<file path="config.mk">
export PLATFORM = sky130hd
export DESIGN_NAME = sorted_array_priority_queue
export DESIGN_NICKNAME = d
export VERILOG_FILES = /design/src/design/spaq_pkg.sv /design/src/design/spaq_cell.sv /design/src/design/sorted_array_priority_queue.sv
export SDC_FILE = /design/constraint.sdc
export NUM_CORES = 2
export LEC_CHECK = 0
export ABC_CLOCK_PERIOD_IN_PS = 8200
export BUFFER_PORTS_ARGS = -buffer_cell sky130_fd_sc_hd__buf_2
export CAP_MARGIN = 15
export CORE_UTILIZATION = 40
export DETAILED_ROUTE_END_ITERATION = 6
export PLACE_DENSITY = 0.55
export SYNTH_ARGS = -nofsm -noshare
export SYNTH_HDL_FRONTEND = slang
export SYNTH_SLANG_ARGS = --single-unit
</file>
<file path="constraint.sdc">
create_clock -name clk_i -period 8.2 [get_ports clk_i]
set_input_delay 1.23 -clock clk_i [delete_from_list [all_inputs] [get_ports clk_i]]
set_output_delay 1.23 -clock clk_i [all_outputs]
set_load 0.01 [all_outputs]
</file>
<file path="src/design/spaq_pkg.sv">
// shared types and constants for the sorted array priority queue
`timescale 1ns / 1ps

package spaq_pkg;

  localparam int DEPTH = 16;
  localparam int DATA_W = 32;
  localparam int CNT_W = $clog2(DEPTH + 1);
  localparam int IDX_W = $clog2(DEPTH);

  typedef enum logic {
    OP_INSERT = 1'b0,
    OP_REMOVE = 1'b1
  } op_e;

  typedef enum logic [1:0] {
    ST_DONE  = 2'd0,
    ST_FULL  = 2'd1,
    ST_EMPTY = 2'd2
  } status_e;

  typedef struct packed {
    logic ins;
    logic rem;
  } cell_ctrl_t;

endpackage

</file>
<file path="src/design/spaq_cell.sv">
// one slot of the sorted row, shifts toward its neighbors on insert and remove
`timescale 1ns / 1ps

module spaq_cell (
  input  logic                     clk_i,
  input  spaq_pkg::cell_ctrl_t     ctrl_i,
  input  logic                     occupied_i,
  input  logic signed [spaq_pkg::DATA_W-1:0] value_i,
  input  logic                     left_gt_i,
  input  logic signed [spaq_pkg::DATA_W-1:0] left_entry_i,
  input  logic signed [spaq_pkg::DATA_W-1:0] right_entry_i,
  output logic                     gt_o,
  output logic signed [spaq_pkg::DATA_W-1:0] entry_o
);

  import spaq_pkg::*;

  logic signed [DATA_W-1:0] entry_q, entry_d;

  // empty slots count as greater so the new value lands at the first one
  assign gt_o = !occupied_i || (entry_q > value_i);
  assign entry_o = entry_q;

  always_comb begin
    entry_d = entry_q;
    if (ctrl_i.ins && gt_o) begin
      entry_d = left_gt_i ? left_entry_i : value_i;
    end else if (ctrl_i.rem) begin
      entry_d = right_entry_i;
    end
  end

  always_ff @(posedge clk_i) begin
    entry_q <= entry_d;
  end

endmodule

</file>
<file path="src/design/sorted_array_priority_queue.sv">
// top level of the sorted array priority queue built from a row of cells
//
// Input channel: in_valid_i / in_stall_o carry one beat per command, op_i
// selects insert (value_i) or removal of the smallest entry. Output channel:
// out_valid_o / out_stall_i carry one result beat per command: status, the
// removed value, the smallest and largest entries and the entry count.
// The row of cells updates in the accept cycle; once the output register is
// free, the pending stage reads the head cell and the tail cell selected by
// the count into the output register. One command is in flight at a time,
// so the block takes no new command beat until the single pending stage
// ahead of the output has passed its result on into the output register.
// A command may be accepted while the previous result waits in the output
// register; if the receiver keeps stalling, the second result is held back
// and in_stall_o stays high until the output register frees up.
// Rejected commands (insert when full, removal when empty) leave the queue
// unchanged and report it in status.
// Reset empties the queue and drops any pending result.
`timescale 1ns / 1ps

module sorted_array_priority_queue (
  input  logic                               clk_i,
  input  logic                               rst_ni,
  input  logic                               in_valid_i,
  output logic                               in_stall_o,
  input  logic                               op_i,
  input  logic signed [spaq_pkg::DATA_W-1:0] value_i,
  output logic                               out_valid_o,
  input  logic                               out_stall_i,
  output logic [1:0]                         status_o,
  output logic signed [spaq_pkg::DATA_W-1:0] removed_value_o,
  output logic signed [spaq_pkg::DATA_W-1:0] head_value_o,
  output logic signed [spaq_pkg::DATA_W-1:0] tail_value_o,
  output logic [spaq_pkg::CNT_W-1:0]         count_o
);

  import spaq_pkg::*;

  logic signed [DATA_W-1:0] entry [DEPTH];
  logic [DEPTH-1:0]         gt;
  logic [DEPTH-1:0]         occ;
  cell_ctrl_t               ctrl;

  logic                     in_acc, out_free, full, empty;
  logic [CNT_W-1:0]         count_q, count_d;
  logic                     pend_q;
  status_e                  status_q, status_d;
  logic signed [DATA_W-1:0] removed_q, removed_d;
  logic                     out_valid_q;
  logic [1:0]               out_status_q;
  logic signed [DATA_W-1:0] out_removed_q, out_head_q, out_tail_q;
  logic [CNT_W-1:0]         out_count_q;
  logic [IDX_W-1:0]         tail_idx;

  assign in_stall_o = pend_q;
  assign in_acc     = in_valid_i && !pend_q;
  assign out_free   = !out_valid_q || !out_stall_i;
  assign full       = (count_q == CNT_W'(DEPTH));
  assign empty      = (count_q == '0);

  always_comb begin
    ctrl.ins  = in_acc && (op_e'(op_i) == OP_INSERT) && !full;
    ctrl.rem  = in_acc && (op_e'(op_i) == OP_REMOVE) && !empty;
    count_d   = count_q;
    status_d  = ST_DONE;
    removed_d = '0;
    if (ctrl.ins) begin
      count_d = count_q + 1'b1;
    end else if (ctrl.rem) begin
      count_d   = count_q - 1'b1;
      removed_d = entry[0];
    end
    if (op_e'(op_i) == OP_INSERT && full) begin
      status_d = ST_FULL;
    end else if (op_e'(op_i) == OP_REMOVE && empty) begin
      status_d = ST_EMPTY;
    end
  end

  for (genvar i = 0; i < DEPTH; i++) begin : g_cell
    assign occ[i] = (count_q > CNT_W'(i));
    spaq_cell u_cell (
      .clk_i        (clk_i),
      .ctrl_i       (ctrl),
      .occupied_i   (occ[i]),
      .value_i      (value_i),
      .left_gt_i    ((i == 0) ? 1'b0 : gt[(i == 0) ? 0 : i - 1]),
      .left_entry_i (entry[(i == 0) ? 0 : i - 1]),
      .right_entry_i(entry[(i == DEPTH - 1) ? i : i + 1]),
      .gt_o         (gt[i]),
      .entry_o      (entry[i])
    );
  end

  assign tail_idx = IDX_W'(count_q - 1'b1);

  always_ff @(posedge clk_i or negedge rst_ni) begin
    if (!rst_ni) begin
      count_q     <= '0;
      pend_q      <= 1'b0;
      out_valid_q <= 1'b0;
    end else begin
      count_q <= count_d;
      if (in_acc) begin
        pend_q <= 1'b1;
      end else if (pend_q && out_free) begin
        pend_q <= 1'b0;
      end
      if (pend_q && out_free) begin
        out_valid_q <= 1'b1;
      end else if (!out_stall_i) begin
        out_valid_q <= 1'b0;
      end
    end
  end

  always_ff @(posedge clk_i) begin
    if (in_acc) begin
      status_q  <= status_d;
      removed_q <= removed_d;
    end
    if (pend_q && out_free) begin
      out_status_q  <= status_q;
      out_removed_q <= removed_q;
      out_head_q    <= empty ? '0 : entry[0];
      out_tail_q    <= empty ? '0 : entry[tail_idx];
      out_count_q   <= count_q;
    end
  end

  assign out_valid_o     = out_valid_q;
  assign status_o        = out_status_q;
  assign removed_value_o = out_removed_q;
  assign head_value_o    = out_head_q;
  assign tail_value_o    = out_tail_q;
  assign count_o         = out_count_q;

  a_count_bound : assert property (@(posedge clk_i) disable iff (!rst_ni)
    count_q <= CNT_W'(DEPTH))
    else $error("entry count above depth");

  a_insert_count : assert property (@(posedge clk_i) disable iff (!rst_ni)
    ctrl.ins |=> count_q == $past(count_q) + 1'b1)
    else $error("insert did not grow the count");

  a_accept_pend : assert property (@(posedge clk_i) disable iff (!rst_ni)
    in_acc |=> pend_q)
    else $error("accepted beat lost before the result stage");

  a_sorted_out : assert property (@(posedge clk_i) disable iff (!rst_ni)
    out_valid_o && count_o != '0 |-> head_value_o <= tail_value_o)
    else $error("head above tail");

endmodule

</file>
==> metrics.txt <==
outcome=finished clean; Fmax=168 MHz; Relative slew margins=15.3%; register area share after synthesis=between 40% and 50%; worst-path fanout max=19; Synth Area per Inst=11.5 sq um; Worst VDD drop=0.217 mV; Worst Setup SP=value_i[29]; yosys warns=0; Cell Area, Placed=0.0492 sq mm; total track usage=25.8%; worst r2r src=g_cell[8].u_cell.entry_o[31]; wire per inst=27.0 um; top_reg_cell synth=edfxtp_1; Clock H-tree levels=3; initial core utilization=40.3%; worst reg2reg setup slack=roughly 3.2 ns; crit path kind=input pin to register; Syn Nets=roughly 4600; hold depth=0; Synth Area in XOR/XNOR=0.0936%; area delta synth->final=10.5%; DIE WIDTH=344 um; asr flop ratio synth=1.07%; largest family of logic cells by synthesized area=multiplexers; Fillers=10900; endpoints failing setup=0; P_int=around 9900 uW; Clock power frac=20.6%; RSZ-0062 raised after global routing=false; commonest non-fill, non-tap cell in the layout=edfxtp_1; max-cap viol count=0; post-synth top area share=a little over two fifths; hold crit path type=register to register; final net count=4691; I/O pins=142; global-route wire length before repair=around 230000 um; Yosys reg bits=656; crit path max-delay cell type=and2_1; layout cells sized above 1=a little under a fifth; Crit Reg-Reg Endpoint=g_cell[8].u_cell.entry_o[19]; post-route cell area=between 0.05 and 0.06 sq mm; CORE AREA=0.116 sq mm; crit-path cells=buf_2 -> inv_1 -> ha_1 -> and4_1 -> nand4_1 -> nor4_2 -> o31ai_1 -> and3_1 -> a31oi_4 -> and2_1 -> buf_4 -> mux2_1; synthesized area=0.0468 sq mm; largest area contributor in the netlist=edfxtp_1; CP Capture Point=g_cell[8].u_cell.entry_o[19]; Setup crit start kind=input pin; Syn Inst Count=4066; clock sinks=656; Worst Tran Pin Value=1.26 ns; drt drc=0; 1st-pass router iterations=5; DP Wirelength=114000 um; max-slew violations=0; initial antenna violation count=9; compound-gate portion of the synthesized area=between 10% and 20%; vias per inst=6.07; Worst EP arrival=6.32 ns; Final Cycle Share=72.5%; CTS-repair resized insts=0; EDFF count, synth=649; Post-CTS Setup Bufs=0; Worst path max stage delay=0.77 ns; num rows=roughly 130; Hold Vio Cnt, Final=0; Root Driver=clkbuf_16; sequential share of power=32.5%; vias in the first global route=about 33000; GRT Residual Overflow=0; Crit. End Element=register; Sw Share=40.7%; worst skew pair latency=~0.64 ns; total CTS buffers=77; multiplexer area fraction after synthesis=20.1%; CTS tree=yes; most frequent cells in the layout=edfxtp_1 (649), ha_1 (516), a21oi_1 (515); combinational fraction of design power=46.9%; Tmin final=5.94 ns; pwr/cell area=323 mW/mm^2; Adder-Cell Fraction of Synth Area=13.8%; fraction of the mapped netlist area in simple logic gates=8.71%; Total Routed Length=154000 um; GP Congestion=0.920; Synth area leaders=edfxtp_1 (42%), ha_1 (14%), mux2_2 (6.6%), mux2i_1 (6.4%), mux4_2 (6.2%); Final TNS setup=0 ns; DRT iter0 DRCs=around 3300; largest net degree at the start of global routing=95; quantity of I/O buffers inserted on ports=141; Final Skew=around 0.017 ns; Clock Path Buffers=3; Die ar.=0.118 sq mm; cts hold-fix bufs=0; Reg clk slew, reported paths=0.06 ns; P_sw=6780 uW; antenna-violating nets left=0; Die Y-Extent=344 um; Critical Path RT=between 8 and 9 ns; synth unique cells=80; worst r2r path cells=10; via count=34700; Leakage=0.0207 uW
==> worst min path at each step <==
| stage | startpoint | endpoint |
|---|---|---|
| 6_report | removed_q[1] | removed_value_o[1] |
| 5_1_grt | removed_q[19] | removed_value_o[19] |
| 4_1_cts | rst_ni | count_q[4] |
| 3_5_place_dp | removed_q[1] | removed_value_o[1] |
| 3_3_place_gp | removed_q[19] | removed_value_o[19] |
| 2_1_floorplan | removed_q[0] | removed_value_o[0] |
==> power by group through the flow <==
stage	clock [uW]	sequential, uW	combinational [uW]
global route	3610	5500	8380
CTS	3500	5420	7760
finish	3440	5420	7830
detailed placement	0	5480	7730
floorplan	0	5230	5270
global placement	0	5480	7640
==> synth_stat cells (22+ instances only) <==
master and count:
o211ai_1 22, a211oi_1 83, nand4_1 94, mux2_2 276, mux2_1 36, clkbuf_1 153, a21o_1 66, and2_1 73
buf_2 57, mux2i_1 300, nor2_1 181, mux4_2 128, inv_1 65, nand3_1 44, nand2_1 267, a21oi_1 518
o21ai_0 223, edfxtp_1 649, buf_1 26, nor2b_1 58, ha_1 517
==> logic make-up (layout without fill, tap and decap cells) <==
kind of cell / after synthesis / count (layout)
AOI/OAI and AO/OA: 1005 / 1005
and+or+nand+nor: 829 / 829
muxes: 740 / 740
DFF: 656 / 656
adders and majority gates: 517 / 517
buffers and inverters: 314 / 444
xor gates and xnor gates: 5 / 5
other: 0 / 1
==> routing by layer <==
metal  part of all wire (%)  track usage, %
met1                     45            36.8
met2                     45            39.4
met3                    7.1            4.76
met4                    3.2            8.31
met5                  0.023               0
==> flip-flops by register name, indices dropped and copies added, names as in the netlist <==
name,cells
count_q,5
status_o,2
count_o,5
removed_q,32
out_valid_o,1
removed_value_o,32
g_cell.u_cell.entry_o,512
head_value_o,32
tail_value_o,32
status_q,2
in_stall_o,1
==> worst max-delay path: cells and delay by family <==
family                   cells  cell delay, ns
AND/OR/NAND/NOR              5            2.55
buffers and inverters        3            1.15
AO/OA/AOI/OAI                2            0.51
adder cells (fa/ha/maj)      1            0.48
multiplexers                 1            0.36
==> area by class of cell <==
type	count	area, sq um	area share [%]
Antenna cell	1	2.50	0.00484
Clock buffer	93	2030	3.93
Clock inverter	45	368	0.712
Inverter	65	244	0.472
Multi-Input combinational cell	3096	26000	50.3
Sequential cell	656	19700	38.0
Tap cell	1524	1910	3.69
Timing Repair Buffer	241	1490	2.88
==> stage by stage <==
| stage | setup slack [ns] | utilization [%] | hold slack [ns] | cells | power [uW] |
|---|---|---|---|---|---|
| after floorplan | 1.51 | - | 0.400 | 4066 | 10500 |
| final | 2.26 | 44.5 | 0.415 | 5721 | 16700 |
| after detailed placement | 1.71 | 42.4 | 0.405 | 5577 | 13200 |
| after global placement | 1.47 | 42.4 | 0.402 | 5575 | 13100 |
| after global routing | 2.19 | 44.5 | 0.424 | 5720 | 17500 |
| after CTS | 2.37 | 44.5 | 0.408 | 5715 | 16700 |
No activity file was read; power rests on OpenSTA's default activity.
